## config.mk

```make
export PLATFORM = sky130hd
export DESIGN_NAME = scoreboard_issue_tracker_unit
export DESIGN_NICKNAME = d
export VERILOG_FILES = /design/src/sv/sit_pkg.sv /design/src/sv/scoreboard_issue_tracker_unit.sv /design/src/sv/sit_ctrl.sv /design/src/sv/sit_dpath.sv
export SDC_FILE = /design/constraint.sdc
export NUM_CORES = 1
export LEC_CHECK = 0
export CAP_MARGIN = 5
export CORE_MARGIN = 2
export CORE_UTILIZATION = 45
export DETAILED_ROUTE_END_ITERATION = 10
export DONT_BUFFER_PORTS = 1
export PLACE_DENSITY = 0.61
export SLEW_MARGIN = 20
export SYNTH_ARGS = -nofsm -noshare
export SYNTH_HDL_FRONTEND = slang
export SYNTH_SLANG_ARGS = --single-unit
```

## constraint.sdc

```tcl
create_clock -name i_clk -period 3.7 [get_ports i_clk]
set_input_delay 0.925 -clock i_clk [delete_from_list [all_inputs] [get_ports i_clk]]
set_output_delay 0.925 -clock i_clk [all_outputs]
set_load 0.005 [all_outputs]
```

## src/sv/sit_pkg.sv

```systemverilog
package sit_pkg;

    // Fixed field widths
    localparam int REG_W      = 5;
    localparam int ID_W       = 4;
    localparam int LAT_W      = 4;
    localparam int STAT_W     = 2;
    localparam int CLS_W      = 2;
    localparam int CFG_IDX_W  = 2;
    localparam int MASK_OUT_W = 9;

    // Operation codes
    localparam logic OP_ISSUE = 1'b0;
    localparam logic OP_WB    = 1'b1;

    // Unit classes; the code above memory also maps to memory
    localparam logic [CLS_W-1:0] CLS_ALU = 2'd0;
    localparam logic [CLS_W-1:0] CLS_MUL = 2'd1;
    localparam logic [CLS_W-1:0] CLS_MEM = 2'd2;

    // Result status codes
    localparam logic [STAT_W-1:0] ST_OK      = 2'd0;
    localparam logic [STAT_W-1:0] ST_NOFREE  = 2'd1;
    localparam logic [STAT_W-1:0] ST_PENDING = 2'd2;

    // Configuration register indexes
    localparam logic [CFG_IDX_W-1:0] CFG_ALU_LAT = 2'd0;
    localparam logic [CFG_IDX_W-1:0] CFG_MUL_LAT = 2'd1;
    localparam logic [CFG_IDX_W-1:0] CFG_MEM_LAT = 2'd2;

    // Latency register reset values
    localparam logic [LAT_W-1:0] ALU_LAT_RESET = 4'd0;
    localparam logic [LAT_W-1:0] MUL_LAT_RESET = 4'd5;
    localparam logic [LAT_W-1:0] MEM_LAT_RESET = 4'd0;

    // Controller to datapath commands
    typedef struct packed {
        logic load;     // capture the input beat
        logic commit;   // update the scoreboard and the result register
    } t_dp_cmd;

endpackage

```

## src/sv/scoreboard_issue_tracker_unit.sv

```systemverilog
// A result is written to the result register at the commit that follows the
// capture of its input beat; the commit waits while the output register still
// holds an unaccepted result. With the single capture register, a new beat is
// taken only after the last one commits, and a pending result waits while the
// next beat is taken. Reset (i_rst_n, synchronous, active low): all units free,
// all tags clear, latencies back to ALU 0, MUL 5, MEM 0.
module scoreboard_issue_tracker_unit
    import sit_pkg::*;
#(
    parameter int ALU_UNITS = 4,
    parameter int MUL_UNITS = 4
) (
    input  logic                  i_clk,
    input  logic                  i_rst_n,
    input  logic                  i_in_valid,
    output logic                  o_in_ready,
    input  logic                  i_operation,
    input  logic [CLS_W-1:0]      i_unit_class,
    input  logic [REG_W-1:0]      i_dest_reg,
    input  logic [REG_W-1:0]      i_src1_reg,
    input  logic [REG_W-1:0]      i_src2_reg,
    input  logic [ID_W-1:0]       i_unit_id,
    output logic                  o_out_valid,
    input  logic                  i_out_ready,
    output logic [STAT_W-1:0]     o_issue_status,
    output logic [ID_W-1:0]       o_granted_unit,
    output logic [ID_W-1:0]       o_src1_producer,
    output logic [ID_W-1:0]       o_src2_producer,
    output logic [LAT_W-1:0]      o_exec_cycles,
    output logic [REG_W-1:0]      o_released_reg,
    output logic [MASK_OUT_W-1:0] o_ready_mask,
    input  logic                  i_cfg_valid,
    output logic                  o_cfg_ready,
    input  logic [CFG_IDX_W-1:0]  i_cfg_index,
    input  logic [LAT_W-1:0]      i_cfg_data
);

    t_dp_cmd cmd;

    // Config writes are always accepted
    assign o_cfg_ready = 1'b1;

    sit_ctrl u_ctrl (
        .i_clk       (i_clk),
        .i_rst_n     (i_rst_n),
        .i_in_valid  (i_in_valid),
        .o_in_ready  (o_in_ready),
        .o_out_valid (o_out_valid),
        .i_out_ready (i_out_ready),
        .o_cmd       (cmd)
    );

    sit_dpath #(
        .ALU_UNITS (ALU_UNITS),
        .MUL_UNITS (MUL_UNITS)
    ) u_dpath (
        .i_clk           (i_clk),
        .i_rst_n         (i_rst_n),
        .i_cmd           (cmd),
        .i_cfg_we        (i_cfg_valid),
        .i_cfg_index     (i_cfg_index),
        .i_cfg_data      (i_cfg_data),
        .i_operation     (i_operation),
        .i_unit_class    (i_unit_class),
        .i_dest_reg      (i_dest_reg),
        .i_src1_reg      (i_src1_reg),
        .i_src2_reg      (i_src2_reg),
        .i_unit_id       (i_unit_id),
        .o_issue_status  (o_issue_status),
        .o_granted_unit  (o_granted_unit),
        .o_src1_producer (o_src1_producer),
        .o_src2_producer (o_src2_producer),
        .o_exec_cycles   (o_exec_cycles),
        .o_released_reg  (o_released_reg),
        .o_ready_mask    (o_ready_mask)
    );

endmodule

```

## src/sv/sit_ctrl.sv

```systemverilog
module sit_ctrl
    import sit_pkg::*;
(
    input  logic    i_clk,
    input  logic    i_rst_n,
    input  logic    i_in_valid,
    output logic    o_in_ready,
    output logic    o_out_valid,
    input  logic    i_out_ready,
    output t_dp_cmd o_cmd
);

    localparam logic S_IDLE = 1'b0;
    localparam logic S_EXEC = 1'b1;

    logic r_state, n_state;
    logic r_out_valid, n_out_valid;

    // Next state and commands
    always_comb begin
        n_state     = r_state;
        n_out_valid = r_out_valid;
        o_cmd       = '0;
        if (r_out_valid && i_out_ready) begin
            n_out_valid = 1'b0;
        end
        case (r_state)
            S_IDLE: begin
                if (i_in_valid) begin
                    o_cmd.load = 1'b1;
                    n_state    = S_EXEC;
                end
            end
            S_EXEC: begin
                // commit only when the result register is free or draining
                if (!r_out_valid || i_out_ready) begin
                    o_cmd.commit = 1'b1;
                    n_out_valid  = 1'b1;
                    n_state      = S_IDLE;
                end
            end
            default: begin
                n_state = S_IDLE;
            end
        endcase
    end

    always_ff @(posedge i_clk) begin
        if (!i_rst_n) begin
            r_state     <= S_IDLE;
            r_out_valid <= 1'b0;
        end else begin
            r_state     <= n_state;
            r_out_valid <= n_out_valid;
        end
    end

    assign o_in_ready  = (r_state == S_IDLE);
    assign o_out_valid = r_out_valid;

`ifndef SYNTHESIS
    a_commit_slot_free: assert property (@(posedge i_clk) disable iff (!i_rst_n)
        o_cmd.commit |-> (!r_out_valid || i_out_ready))
        else $error("commit while result register still occupied");

    a_accept_to_exec: assert property (@(posedge i_clk) disable iff (!i_rst_n)
        (i_in_valid && o_in_ready) |=> (r_state == S_EXEC))
        else $error("accepted beat did not start execution");

    a_commit_presents: assert property (@(posedge i_clk) disable iff (!i_rst_n)
        o_cmd.commit |=> (r_out_valid && r_state == S_IDLE))
        else $error("committed result not presented");
`endif

endmodule

```

## src/sv/sit_dpath.sv

```systemverilog
module sit_dpath
    import sit_pkg::*;
#(
    parameter int ALU_UNITS = 4,
    parameter int MUL_UNITS = 4
) (
    input  logic                  i_clk,
    input  logic                  i_rst_n,
    input  t_dp_cmd               i_cmd,
    input  logic                  i_cfg_we,
    input  logic [CFG_IDX_W-1:0]  i_cfg_index,
    input  logic [LAT_W-1:0]      i_cfg_data,
    input  logic                  i_operation,
    input  logic [CLS_W-1:0]      i_unit_class,
    input  logic [REG_W-1:0]      i_dest_reg,
    input  logic [REG_W-1:0]      i_src1_reg,
    input  logic [REG_W-1:0]      i_src2_reg,
    input  logic [ID_W-1:0]       i_unit_id,
    output logic [STAT_W-1:0]     o_issue_status,
    output logic [ID_W-1:0]       o_granted_unit,
    output logic [ID_W-1:0]       o_src1_producer,
    output logic [ID_W-1:0]       o_src2_producer,
    output logic [LAT_W-1:0]      o_exec_cycles,
    output logic [REG_W-1:0]      o_released_reg,
    output logic [MASK_OUT_W-1:0] o_ready_mask
);

    localparam int NUM_UNITS = ALU_UNITS + MUL_UNITS + 1;
    localparam int TAG_W     = $clog2(NUM_UNITS + 1);
    localparam int MASK_W    = (NUM_UNITS > MASK_OUT_W) ? NUM_UNITS : MASK_OUT_W;

    // Unit table; entry i holds unit i+1
    logic [NUM_UNITS-1:0] r_busy, n_busy;
    logic [REG_W-1:0]     r_dest   [NUM_UNITS];
    logic [REG_W-1:0]     n_dest   [NUM_UNITS];
    logic [TAG_W-1:0]     r_wait_a [NUM_UNITS];
    logic [TAG_W-1:0]     n_wait_a [NUM_UNITS];
    logic [TAG_W-1:0]     r_wait_b [NUM_UNITS];
    logic [TAG_W-1:0]     n_wait_b [NUM_UNITS];

    // Latency registers
    logic [LAT_W-1:0] r_alu_lat, r_mul_lat, r_mem_lat;

    // Captured input beat
    logic             r_op;
    logic [CLS_W-1:0] r_cls;
    logic [REG_W-1:0] r_dreg, r_s1reg, r_s2reg;
    logic [ID_W-1:0]  r_uid;

    // Result register
    logic [STAT_W-1:0]     r_status, n_status;
    logic [ID_W-1:0]       r_grant, n_grant;
    logic [ID_W-1:0]       r_p1, n_p1;
    logic [ID_W-1:0]       r_p2, n_p2;
    logic [LAT_W-1:0]      r_cyc, n_cyc;
    logic [REG_W-1:0]      r_rel, n_rel;
    logic [MASK_OUT_W-1:0] r_ready, n_ready;

    // Working signals
    logic [NUM_UNITS-1:0] cls_mask, free_v, pick, wb_hit;
    logic [LAT_W-1:0]     cls_lat;
    logic [TAG_W-1:0]     p1_tag, p2_tag, grant_tag;
    logic [REG_W-1:0]     rel_reg;
    logic                 dest_pend, found, issue_ok, wb_any;
    logic [MASK_W-1:0]    mask_full;

    // Units of the requested class and its latency
    always_comb begin
        for (int i = 0; i < NUM_UNITS; i++) begin
            case (r_cls)
                CLS_ALU: cls_mask[i] = (i < ALU_UNITS);
                CLS_MUL: cls_mask[i] = (i >= ALU_UNITS) && (i < ALU_UNITS + MUL_UNITS);
                default: cls_mask[i] = (i == NUM_UNITS - 1);
            endcase
        end
        case (r_cls)
            CLS_ALU: cls_lat = r_alu_lat;
            CLS_MUL: cls_lat = r_mul_lat;
            default: cls_lat = r_mem_lat;
        endcase
    end

    // Lowest free unit of the class: isolate the lowest set bit
    assign free_v = cls_mask & ~r_busy;
    assign pick   = free_v & (~free_v + 1'b1);
    assign found  = |free_v;

    // Producer lookup: a register's producer is the busy unit whose
    // destination it is (at most one, since issue stalls on a pending dest)
    always_comb begin
        p1_tag    = '0;
        p2_tag    = '0;
        grant_tag = '0;
        rel_reg   = '0;
        dest_pend = 1'b0;
        for (int i = 0; i < NUM_UNITS; i++) begin
            if (r_busy[i] && r_dest[i] == r_s1reg) p1_tag = p1_tag | TAG_W'(i + 1);
            if (r_busy[i] && r_dest[i] == r_s2reg) p2_tag = p2_tag | TAG_W'(i + 1);
            if (r_busy[i] && r_dest[i] == r_dreg)  dest_pend = 1'b1;
            if (pick[i])                            grant_tag = grant_tag | TAG_W'(i + 1);
            wb_hit[i] = (r_op == OP_WB) && (int'(r_uid) == i + 1);
            if (wb_hit[i])                          rel_reg = rel_reg | r_dest[i];
        end
    end

    assign wb_any   = |wb_hit;
    assign issue_ok = (r_op == OP_ISSUE) && found && !dest_pend;

    // Next unit table
    always_comb begin
        for (int i = 0; i < NUM_UNITS; i++) begin
            n_busy[i]   = r_busy[i];
            n_dest[i]   = r_dest[i];
            n_wait_a[i] = r_wait_a[i];
            n_wait_b[i] = r_wait_b[i];
            if (issue_ok && pick[i]) begin
                n_busy[i]   = 1'b1;
                n_dest[i]   = r_dreg;
                n_wait_a[i] = p1_tag;
                n_wait_b[i] = p2_tag;
            end
            if (wb_hit[i]) begin
                n_busy[i] = 1'b0;
            end
            // release every wait on the finishing unit
            if (wb_any && int'(r_wait_a[i]) == int'(r_uid)) n_wait_a[i] = '0;
            if (wb_any && int'(r_wait_b[i]) == int'(r_uid)) n_wait_b[i] = '0;
        end
    end

    // Next result
    always_comb begin
        if (r_op == OP_ISSUE && !found) begin
            n_status = ST_NOFREE;
        end else if (r_op == OP_ISSUE && dest_pend) begin
            n_status = ST_PENDING;
        end else begin
            n_status = ST_OK;
        end
        n_grant = issue_ok ? ID_W'(grant_tag) : '0;
        n_p1    = issue_ok ? ID_W'(p1_tag) : '0;
        n_p2    = issue_ok ? ID_W'(p2_tag) : '0;
        n_cyc   = issue_ok ? cls_lat : '0;
        n_rel   = rel_reg;
        // ready mask taken after the update
        mask_full = '0;
        for (int i = 0; i < NUM_UNITS; i++) begin
            mask_full[i] = n_busy[i] && (n_wait_a[i] == '0) && (n_wait_b[i] == '0);
        end
        n_ready = mask_full[MASK_OUT_W-1:0];
    end

    // Unit table and latency registers
    always_ff @(posedge i_clk) begin
        if (!i_rst_n) begin
            r_busy    <= '0;
            r_alu_lat <= ALU_LAT_RESET;
            r_mul_lat <= MUL_LAT_RESET;
            r_mem_lat <= MEM_LAT_RESET;
            for (int i = 0; i < NUM_UNITS; i++) begin
                r_dest[i]   <= '0;
                r_wait_a[i] <= '0;
                r_wait_b[i] <= '0;
            end
        end else begin
            if (i_cmd.commit) begin
                r_busy <= n_busy;
                for (int i = 0; i < NUM_UNITS; i++) begin
                    r_dest[i]   <= n_dest[i];
                    r_wait_a[i] <= n_wait_a[i];
                    r_wait_b[i] <= n_wait_b[i];
                end
            end
            if (i_cfg_we) begin
                case (i_cfg_index)
                    CFG_ALU_LAT: r_alu_lat <= i_cfg_data;
                    CFG_MUL_LAT: r_mul_lat <= i_cfg_data;
                    CFG_MEM_LAT: r_mem_lat <= i_cfg_data;
                    default: begin
                    end
                endcase
            end
        end
    end

    // Input beat and result payload
    always_ff @(posedge i_clk) begin
        if (i_cmd.load) begin
            r_op    <= i_operation;
            r_cls   <= i_unit_class;
            r_dreg  <= i_dest_reg;
            r_s1reg <= i_src1_reg;
            r_s2reg <= i_src2_reg;
            r_uid   <= i_unit_id;
        end
        if (i_cmd.commit) begin
            r_status <= n_status;
            r_grant  <= n_grant;
            r_p1     <= n_p1;
            r_p2     <= n_p2;
            r_cyc    <= n_cyc;
            r_rel    <= n_rel;
            r_ready  <= n_ready;
        end
    end

    assign o_issue_status  = r_status;
    assign o_granted_unit  = r_grant;
    assign o_src1_producer = r_p1;
    assign o_src2_producer = r_p2;
    assign o_exec_cycles   = r_cyc;
    assign o_released_reg  = r_rel;
    assign o_ready_mask    = r_ready;

endmodule

```

### Word level (Yosys, flattened, before mapping)

Memory sizes are Yosys's and may differ from the RTL's.
Index checks and enable logic that the tools add are counted.

* reduce and logical (&&, ||, !) cells: 116
* bitwise logic cells: 41
* add/sub/neg operators: 1
* multiplexer cells: 153
* eq/ne operators: 57

Operators with widths (count)
* $mux W4: 60
* $eq A5 B5 Y1: 27
* $mux W5: 27
* $logic_and A1 B1 Y1: 86
* $eq A4 B4 Y1: 18
* $logic_not A4 Y1: 18
* $mux W1: 45
* $or A5 B5 Y5: 8
* $mux W3: 12
* $or A1 B1 Y1: 27
* $eq A4 B4 Y1 const B: 6
* $and A9 B9 Y9: 2
* $not A9 Y9: 2
* $reduce_or A9 Y1: 2
* $mux W2: 7
* $add A9 B1 Y9 const B: 1
* $eq A4 B3 Y1 const B: 2
* $pmux W4 S2: 1
* $reduce_and A2 Y1: 3
* $eq A2 B1 Y1 const B: 2
* $eq A4 B2 Y1 const B: 1
* $logic_not A2 Y1: 2
* $logic_not A1 Y1: 3
* $eq A2 B2 Y1 const B: 1
* 4 further kinds: 5

* RAM bits: 117
* output and inout bits: 35
* logic and storage cells: 390
* register bits: 77
* memories kept: 3

Memory list
* u_dpath.r_dest: words 9, width 5, read ports 9, clocked after memory_dff 0, write ports 9, line sit_dpath.sv:34 `logic [REG_W-1:0] r_dest [NUM_UNITS];`
* u_dpath.r_wait_a: words 9, width 4, read ports 9, clocked after memory_dff 0, write ports 9, line sit_dpath.sv:36 `logic [TAG_W-1:0] r_wait_a [NUM_UNITS];`
* u_dpath.r_wait_b: words 9, width 4, read ports 9, clocked after memory_dff 0, write ports 9, line sit_dpath.sv:38 `logic [TAG_W-1:0] r_wait_b [NUM_UNITS];`

### Longest topological paths before layout

Gate-level depths: netlist of the first run.
An unclocked memory read counts as a cell.

* depth in word-level cells: 20
* mapped depth: 11
* gate-level depth less buffers: 8

### Cells and area by module

Synthesis of the first run repeated with hierarchy kept, for this count alone.

* cell total of the unflattened synthesis: 1048
* area, all modules: 11197.0 sq um

By module, submodules not included
* sit_dpath: instances 1, cells each 1037, sequential area each 5555.3 sq um, area an instance 11083.1 sq um
* sit_ctrl: instances 1, cells each 9, sequential area each 40.0 sq um, area an instance 102.6 sq um
* scoreboard_issue_tracker_unit: instances 1, cells each 2, sequential area each 0.0 sq um, area an instance 11.3 sq um

### Least setup slack after synthesis of the first run

Ideal clock, no wire load.

* path type: register -> register
* from: register u_dpath.r_dreg[3] (netlist name)
* to: memory u_dpath.r_dest[6][0], in the netlist u_dpath.r_dest[0][30] (enable)
* cell stages (with the launch flop): 11
* buffers on the path: 3
* arrival time: 3141 ps
* setup slack: 185 ps
* cell sequence: edfxtp_1 buf_6 xor2_1 nor4_1 and3_1 or4_4 or4_4 or4_1 clkbuf_1 buf_6 o21ai_0

RTL lines (line)
* end, declared: sit_dpath.sv:34

### Final worst setup path of the first run

* from: register u_dpath.r_s2reg[0]
* to: register u_dpath.r_ready[3], in the netlist u_dpath.o_ready_mask[3], data pin

* word-level cells in the longest chain between the ends: 15

RTL lines
* start, declared: line sit_dpath.sv:47 `logic [REG_W-1:0] r_dreg, r_s1reg, r_s2reg;`
* start signal, assigned: line sit_dpath.sv:193 `r_s2reg <= i_src2_reg;`
* $eq A5 B5 Y1: line sit_dpath.sv:98 `if (r_busy[i] && r_dest[i] == r_s2reg) p2_tag = p2_tag | TAG_W'(i + 1);`
* $logic_and A1 B1 Y1: line sit_dpath.sv:98
* $mux W1: line sit_dpath.sv:98
* $mux W2 (2 in a row): line sit_dpath.sv:98
* $mux W3 (4 in a row): line sit_dpath.sv:98
* $mux W4: line sit_dpath.sv:98
* $mux W4 *: line sit_dpath.sv:98
* $mux W4 *: line sit_dpath.sv:116 `if (issue_ok && pick[i]) begin`
* $mux W4 *: line sit_dpath.sv:127 `if (wb_any && int'(r_wait_b[i]) == int'(r_uid)) n_wait_b[i] = '0;`
* $logic_not A4 Y1 *: line sit_dpath.sv:148 `mask_full[i] = n_busy[i] && (n_wait_a[i] == '0) && (n_wait_b[i] == '0);`
* $logic_and A1 B1 Y1 *: line sit_dpath.sv:148
* net u_dpath.mask_full[3]: line sit_dpath.sv:65 `logic [MASK_W-1:0] mask_full;`
* end signal, assigned: line sit_dpath.sv:203 `r_ready <= n_ready;`
* end, declared: line sit_dpath.sv:57 `logic [MASK_OUT_W-1:0] r_ready, n_ready;`

Mark *: on every way through the listed nets, which the timed path passes. The rest lies on a longest branch.
A chain may end at the register's enable or synchronous reset.

==> results of run 1 <==
worst register-to-register path, stage by stage, from the launching register on:
cell and delay, ns:
edfxtp_1 0.80, xor2_1 0.20, nor4_1 0.07, and3_1 0.24, a31oi_1 0.43, buf_4 0.29, nand4_1 0.44, nor3_1 0.32
o311ai_0 0.13, a221oi_1 0.34
path summary, 6_finish.rpt:
kind | endpoint | slack [ns]
worst max register to register | u_dpath.o_ready_mask[3] | 0.21
worst min register to register | u_dpath.r_mul_lat[0] | 0.48
worst min-delay path | u_dpath.r_mul_lat[0] | 0.48
worst max-delay path | u_dpath.o_ready_mask[3] | 0.21
timing repair:
action,CTS,global route
hold endpoints to repair,0,0
resized for setup,0,1
hold buffers,0,0
endpoints found under the setup margin,0,9
buffers inserted,0,3
metrics by stage:
| step | std cells | utilization | worst slack [ns] | cell area, um^2 |
|---|---|---|---|---|
| CTS | 1423 | 0.503 | 0.0537 | 12600 |
| global placement | 1392 | 0.478 | 0.146 | 11900 |
| detailed placement | 1392 | 0.478 | 0.0722 | 11900 |
| global route | 1426 | 0.504 | 0.0715 | 12600 |
| floorplan | 1064 | - | 0.185 | 11300 |
| finish | 1426 | 0.504 | 0.212 | 12600 |
power by group through the flow:
| stage | Sequential, mW | Clock [mW] | Combinational, mW |
|---|---|---|---|
| floorplan | 2.68 | 0 | 0.504 |
| global placement | 2.76 | 0 | 0.638 |
| detailed placement | 2.76 | 0 | 0.647 |
| CTS | 2.71 | 2.00 | 0.651 |
| global route | 2.73 | 2.09 | 0.719 |
| finish | 2.72 | 1.98 | 0.659 |
cell families after synthesis:
| kind of cell | after synthesis | synth area share |
|---|---|---|
| and+or+nand+nor | 359 | 0.157 |
| xor gates and xnor gates | 207 | 0.160 |
| DFF | 194 | 0.494 |
| AOI/OAI and AO/OA | 158 | 0.0962 |
| buffers and inverters | 80 | 0.0325 |
| muxes | 65 | 0.0591 |
| other | 1 | 0.000331 |
layout by cell type (no fill, tap or decap), drive strengths merged, types with 5 or more instances in the layout:
master / n
o221ai: 5
buf: 64
dfxtp: 23
a21oi: 31
nand2: 54
or4: 8
a211oi: 39
nand2b: 11
a31oi: 9
o21ai: 28
o21a: 5
and3: 13
mux2i: 59
inv: 19
clkinv: 6
mux2: 5
or3: 5
nand4: 18
clkbuf: 19
xor2: 126
nand3: 19
and2: 10
edfxtp: 171
xnor2: 81
nor3: 24
nor2: 126
nor4: 43
nor2b: 18
cells in the mapped netlist, drive strengths merged (18+ instances only):
cell	count	share of area
mux2i	59	0.052
nand2	54	0.018
dfxtp	23	0.041
a211oi	39	0.026
nand3	19	0.0084
clkbuf	32	0.011
nor2	126	0.042
nor4	43	0.024
nor3	24	0.011
nor2b	18	0.010
buf	31	0.016
xor2	126	0.098
a21oi	31	0.014
nand4	18	0.010
edfxtp	171	0.45
xnor2	81	0.063
o21ai	28	0.012
layout make-up:
type / count / area share
Clock buffer: 19 / 0.0344
Tap cell: 330 / 0.0328
Timing Repair Buffer: 64 / 0.0412
Inverter: 17 / 0.00507
Multi-Input combinational cell: 790 / 0.427
Clock inverter: 12 / 0.0142
Sequential cell: 194 / 0.445
routing by layer:
layer / vias to the layer above / global-route usage / share of wire
met3: 60 / 0.0407 / 0.076
met5: - / 0 / 0
met2: 399 / 0.405 / 0.45
met4: 0 / 0.0897 / 0.028
met1: 4222 / 0.377 / 0.45
li1: 3919 / - / -
==> flow_metrics.tcl, run 1 <==
set metrics [dict create \
    num_io_pins 68 \
    die-height_um 163 \
    synthArstFlopShare 0 \
    cts_max_path_buffers 2 \
    std_cell_rows 58 \
    gp_congestion 0.923 \
    critPathLaunch "u_dpath.r_s2reg[0]" \
    crit_buf_inv 1 \
    fin_skew_ns 0.0106 \
    routed_wl_um 34000 \
    root_buffer "clkbuf_16" \
    slowest_delay_ns 0.80 \
    power_frac_clock 0.369 \
    final_max_slew_viol_count 0 \
    netSwitchingFraction 0.262 \
    r2r_start "u_dpath.r_s2reg[0]" \
    clk_latency_ns 0.44 \
    arrival_ns 3.70 \
    ys_warn_count 0 \
    drc 0 \
    cts_tree "yes" \
    ys_types 63 \
    drtAntennaViolNets 0 \
    worstSetupPathDepth 9 \
    clkTransAtPathRegs_ns 0.07 \
    wire_per_inst_um 23.9 \
    p_int_mw 3.95 \
    grt_pass1_wl_um 51600 \
    fp.dieArea_um2 26400 \
    period_share 0.943 \
    cp_cell_sequence "xor2_1 -> nor4_1 -> and3_1 -> a31oi_1 -> buf_4 -> nand4_1 -> nor3_1 -> o311ai_0 -> a221oi_1" \
    initial_core_util 0.453 \
    setup_viol 0 \
    track_usage 0.262 \
    path_delay_family "simple AND/OR/NAND/NOR gates" \
    hpwl_um 24100 \
    hold_violations 0 \
    worstHoldStart "u_dpath.r_mul_lat[0]" \
    finalSetupTns_ns 0 \
    first_pass_iters 6 \
    route.vias.total 8600 \
    rsz0062_at_grt "false" \
    relSlewSlack 0.358 \
    tightest_slew_ns 0.956 \
    syn_to_final_growth_pct 11.1 \
    largest_reg_flops 45 \
    synth_enable_flop_cells 171 \
    cp-end-kind "flip-flop" \
    p_sw_mw 1.40 \
    hold_depth 2 \
    nets 1117 \
    fill_cells 2265 \
    max_freq_ghz 0.287 \
    insertedDiodeCount 0 \
    worst-path-max-fanout 9 \
    post_route_cells_drive_above_1_share 0.107 \
    avgViaCountPerCell 6.03 \
    seq_area_frac_synth 0.494 \
    slowest_stage "edfxtp_1" \
    post-route-min-period_ns 3.49 \
    grt_max_degree 39 \
    die_w_um 163 \
    reg2reg_depth 9 \
    power_frac_seq 0.508 \
    p_per_area_nw_per_um2 425 \
    synth_ff_type "edfxtp_1" \
    regMostFlops "u_dpath.r_dest" \
    maxCapViolCount 0 \
    seq_area_um2 5600 \
    coreArea_um2 25000 \
    syn_area_um2 11300 \
    grt_pass1_vias 8213 \
    timing.hold.ws_ns 0.477 \
    combPwrFrac 0.123 \
    top_regs "u_dpath.r_dest (45), u_dpath.r_wait_a (36), u_dpath.r_wait_b (36)" \
    run_status "finished, final reports clean" \
    antenna_found_initial 0 \
    first_iter_violations 1065 \
    start_kind "flip-flop" \
    synthCells 1064 \
    multi_input_area_um2 5380 \
    cts.sinks 194 \
    port_buffers 0 \
    cts_max_level 4 \
    finalPower_mw 5.35 \
    leakage_nw 4.65 \
    ys_ff_latch 194 \
    avgSynthCellArea_um2 10.6 \
    cp.required_ns 3.92 \
    peakVddDrop_mv 0.225 \
    grt-ovfl-total 0 \
    synth_fp_nets 1097 \
    worstSetupPathType "flip-flop to flip-flop" \
    cts_made_buffers 17 \
    min_path_type "flip-flop to flip-flop" \
]
Power figures use the tool's default switching activity.
==> run 2, diff against run 1 <==
ABC_AREA = 1   (was unset)
==> run 2 against run 1 <==
  * Final area up 2.3%
  * Setup slack improved by 0.29 ns
  * Synthesized cell count increased by 39%
  * Non-clock buffer count down 1
  * Count of clock-buffer cells in the layout fell by 2
  * Critical path type unchanged
  * Critical endpoint is now u_dpath.o_ready_mask[0]
  * Highest routed layer unchanged
==> flow_metrics.tcl, run 2 <==
set metrics [dict create \
    maxCapViolCount 0 \
    cts_max_path_buffers 2 \
    nets 1532 \
    cts_made_buffers 17 \
    yosys-mux-area-fraction 0 \
    drc 0 \
    std_cell_rows 58 \
    route.met3.wl_um 4980 \
    post_route_cells_drive_above_1_share 0.0781 \
    max_freq_ghz 0.313 \
    synthSimpleGateAreaFrac 0.278 \
    worstHoldStart "u_dpath.r_mul_lat[2]" \
    track_usage 0.301 \
    fill_cells 2434 \
    initial_core_util 0.461 \
    synth.area.top_cells "edfxtp_1 44%, nand2_1 10%, nor2_1 8.2%" \
    die-height_um 165 \
    multi_input_area_um2 5160 \
    relSlewSlack 0.452 \
    fin_ws_ns 0.500 \
    setup_viol 0 \
    avgViaCountPerCell 5.93 \
    die_w_um 165 \
    largest_reg_flops 45 \
    antenna_found_initial 0 \
    reg2reg_slack_ns 0.50 \
    final_max_slew_viol_count 0 \
    wl_met1_um 16900 \
    route.vias.total 10900 \
    worst-path-max-fanout 16 \
    maxUsedRoutingLayer "met4" \
    yosys.area_share.xor_xnor 0.0562 \
    fin_cells 1842 \
    ys_warn_count 0 \
    seq_area_frac_synth 0.479 \
    synth_ff_type "edfxtp_1" \
    hpwl_um 27700 \
    cts_resized 0 \
    gp_congestion 1.01 \
    synth_top_family_by_area "simple AND/OR/NAND/NOR gates" \
    grt_max_degree 47 \
    holdPathEnd "u_dpath.r_mul_lat[2]" \
    run_status "finished, final reports clean" \
    p_per_area_nw_per_um2 413 \
    syn_area_um2 11700 \
    r2r_start "u_dpath.r_cls[1]" \
    pre_cts_slack_ns 0.556 \
    cp-end-kind "flip-flop" \
    ys_ff_latch 194 \
    hold_depth 2 \
    clk_latency_ns 0.45 \
    cts_tree "yes" \
    wire_per_inst_um 21.7 \
    period_share 0.865 \
    fin_skew_ns 0.0152 \
    grt_pass1_vias 10200 \
    port_buffers 0 \
    first_pass_iters 6 \
    synth_compound_area_frac 0.106 \
    worstSetupPathType "flip-flop to flip-flop" \
    ys_types 39 \
    start_kind "flip-flop" \
    peakVddDrop_mv 0.288 \
    synthArstFlopShare 0 \
    regMostFlops "u_dpath.r_dest" \
    dr_wl_met2_um 16600 \
    tightest_slew_ns 0.819 \
    synth_top_area_cell "edfxtp_1" \
    grt_pass1_wl_um 60900 \
    finish.utilization 0.508 \
    cts_setup_buffers 0 \
    post-route-min-period_ns 3.20 \
    cp.required_ns 4.01 \
    cts.sinks 194 \
    cts_hold_buf 0 \
    synth_enable_flop_cells 171 \
    coreArea_um2 25300 \
    top_regs "u_dpath.r_dest (45), u_dpath.r_wait_a (36), u_dpath.r_wait_b (36)" \
    seq_area_um2 5600 \
    root_buffer "clkbuf_16" \
    synth_most_common_cell "nand2_1" \
    avgSynthCellArea_um2 7.92 \
    final_common_cell "nand2_1" \
    synthAdderAreaFrac 0 \
    hold_violations 0 \
    reg2reg_depth 12 \
    min_path_type "flip-flop to flip-flop" \
    grt-ovfl-total 0 \
    drtAntennaViolNets 0 \
    routed_wl_um 40000 \
    clkTransAtPathRegs_ns 0.08 \
    final_cell_mix "311 x nand2_1, 253 x nor2_1, 171 x edfxtp_1" \
    reg2reg_to "u_dpath.o_ready_mask[0]" \
    fp.dieArea_um2 27300 \
    synthCells 1474 \
    num_io_pins 68 \
    leakage_nw 5.45 \
    finalSetupTns_ns 0 \
    rsz0062_at_grt "false" \
    cts_max_level 4 \
    synth_top_area_frac 0.440 \
    first_iter_violations 1548 \
    arrival_ns 3.51 \
    syn_to_final_growth_pct 10.2 \
    synth_common_cells "313 x nand2_1, 255 x nor2_1, 171 x edfxtp_1" \
    synth_fp_nets 1507 \
    dp.cells 1810 \
]
==> run 2: cell count changes in the layout (fill, tap and decap cells not counted), sizes merged, moves of 57 or more <==
cell | previous run | this run
nor2 | 126 | 260
nand4 | 18 | 75
mux2i | 59 | 0
inv | 19 | 174
nand3 | 19 | 88
o21ai | 28 | 85
xor2 | 126 | 38
nand2 | 54 | 313
==> run 2: logic make-up (layout without fill, tap and decap cells) <==
group           Yosys count  in the layout
other cells               1              2
compound gates          214            214
buf+inv                 231            268
xor+xnor                 75             75
simple gates            759            759
flops                   194            194
==> run 2: critical path: stages (launching register included) <==
cell and delay, ns:
edfxtp_1 0.52, nor2_4 0.27, o21ai_1 0.18, nand2_1 0.12, nor2_1 0.07, a21oi_4 0.41, buf_4 0.28, nand4_2 0.34
a21oi_1 0.44, nand2_1 0.10, nor2_1 0.15, nand2_1 0.08, nor2_1 0.10
==> run 2: stage by stage <==
stage	power [mW]	instance area, um^2	hold slack (ns)
finish	5.31	12900	0.477
global route	5.52	12900	0.531
CTS	5.31	12900	0.477
detailed placement	3.52	12300	0.458
global placement	3.52	12300	0.466
floorplan	3.26	11700	0.429
==> run 2: how the worst max path moves through the flow <==
stage                     startpoint                  endpoint  slack (ns)  depth (start not counted)
floorplan                i_out_ready  u_dpath.o_exec_cycles[0]        1.08                          5
global placement    u_dpath.r_cls[1]   u_dpath.o_ready_mask[0]        0.65                         12
detailed placement  u_dpath.r_cls[1]   u_dpath.o_ready_mask[0]        0.56                         12
CTS                 u_dpath.r_cls[1]   u_dpath.o_ready_mask[0]        0.53                         12
global route        u_dpath.r_cls[1]   u_dpath.o_ready_mask[8]        0.26                         12
finish              u_dpath.r_cls[1]   u_dpath.o_ready_mask[0]        0.50                         12
==> run 2: where the power goes <==
| part | total [mW] | internal [mW] | switching, mW | leakage (nW) |
|---|---|---|---|---|
| Clock | 1.81 | 0.883 | 0.927 | 0.267 |
| Sequential | 2.66 | 2.54 | 0.125 | 1.94 |
| Combinational | 0.838 | 0.274 | 0.564 | 3.25 |
==> run 2: per-layer routing <==
metal  track usage  vias up
met1         0.433     5080
met2         0.436      712
met5             0        -
met3        0.0744      118
li1              -     5021
met4         0.117        0
==> run 2: layout make-up <==
class | count | area share
Sequential cell | 194 | 0.435
Tap cell | 330 | 0.0321
Antenna cell | 1 | 0.000194
Timing Repair Buffer | 63 | 0.0387
Multi-Input combinational cell | 1049 | 0.401
Clock buffer | 17 | 0.0330
Clock inverter | 14 | 0.00943
Inverter | 174 | 0.0507
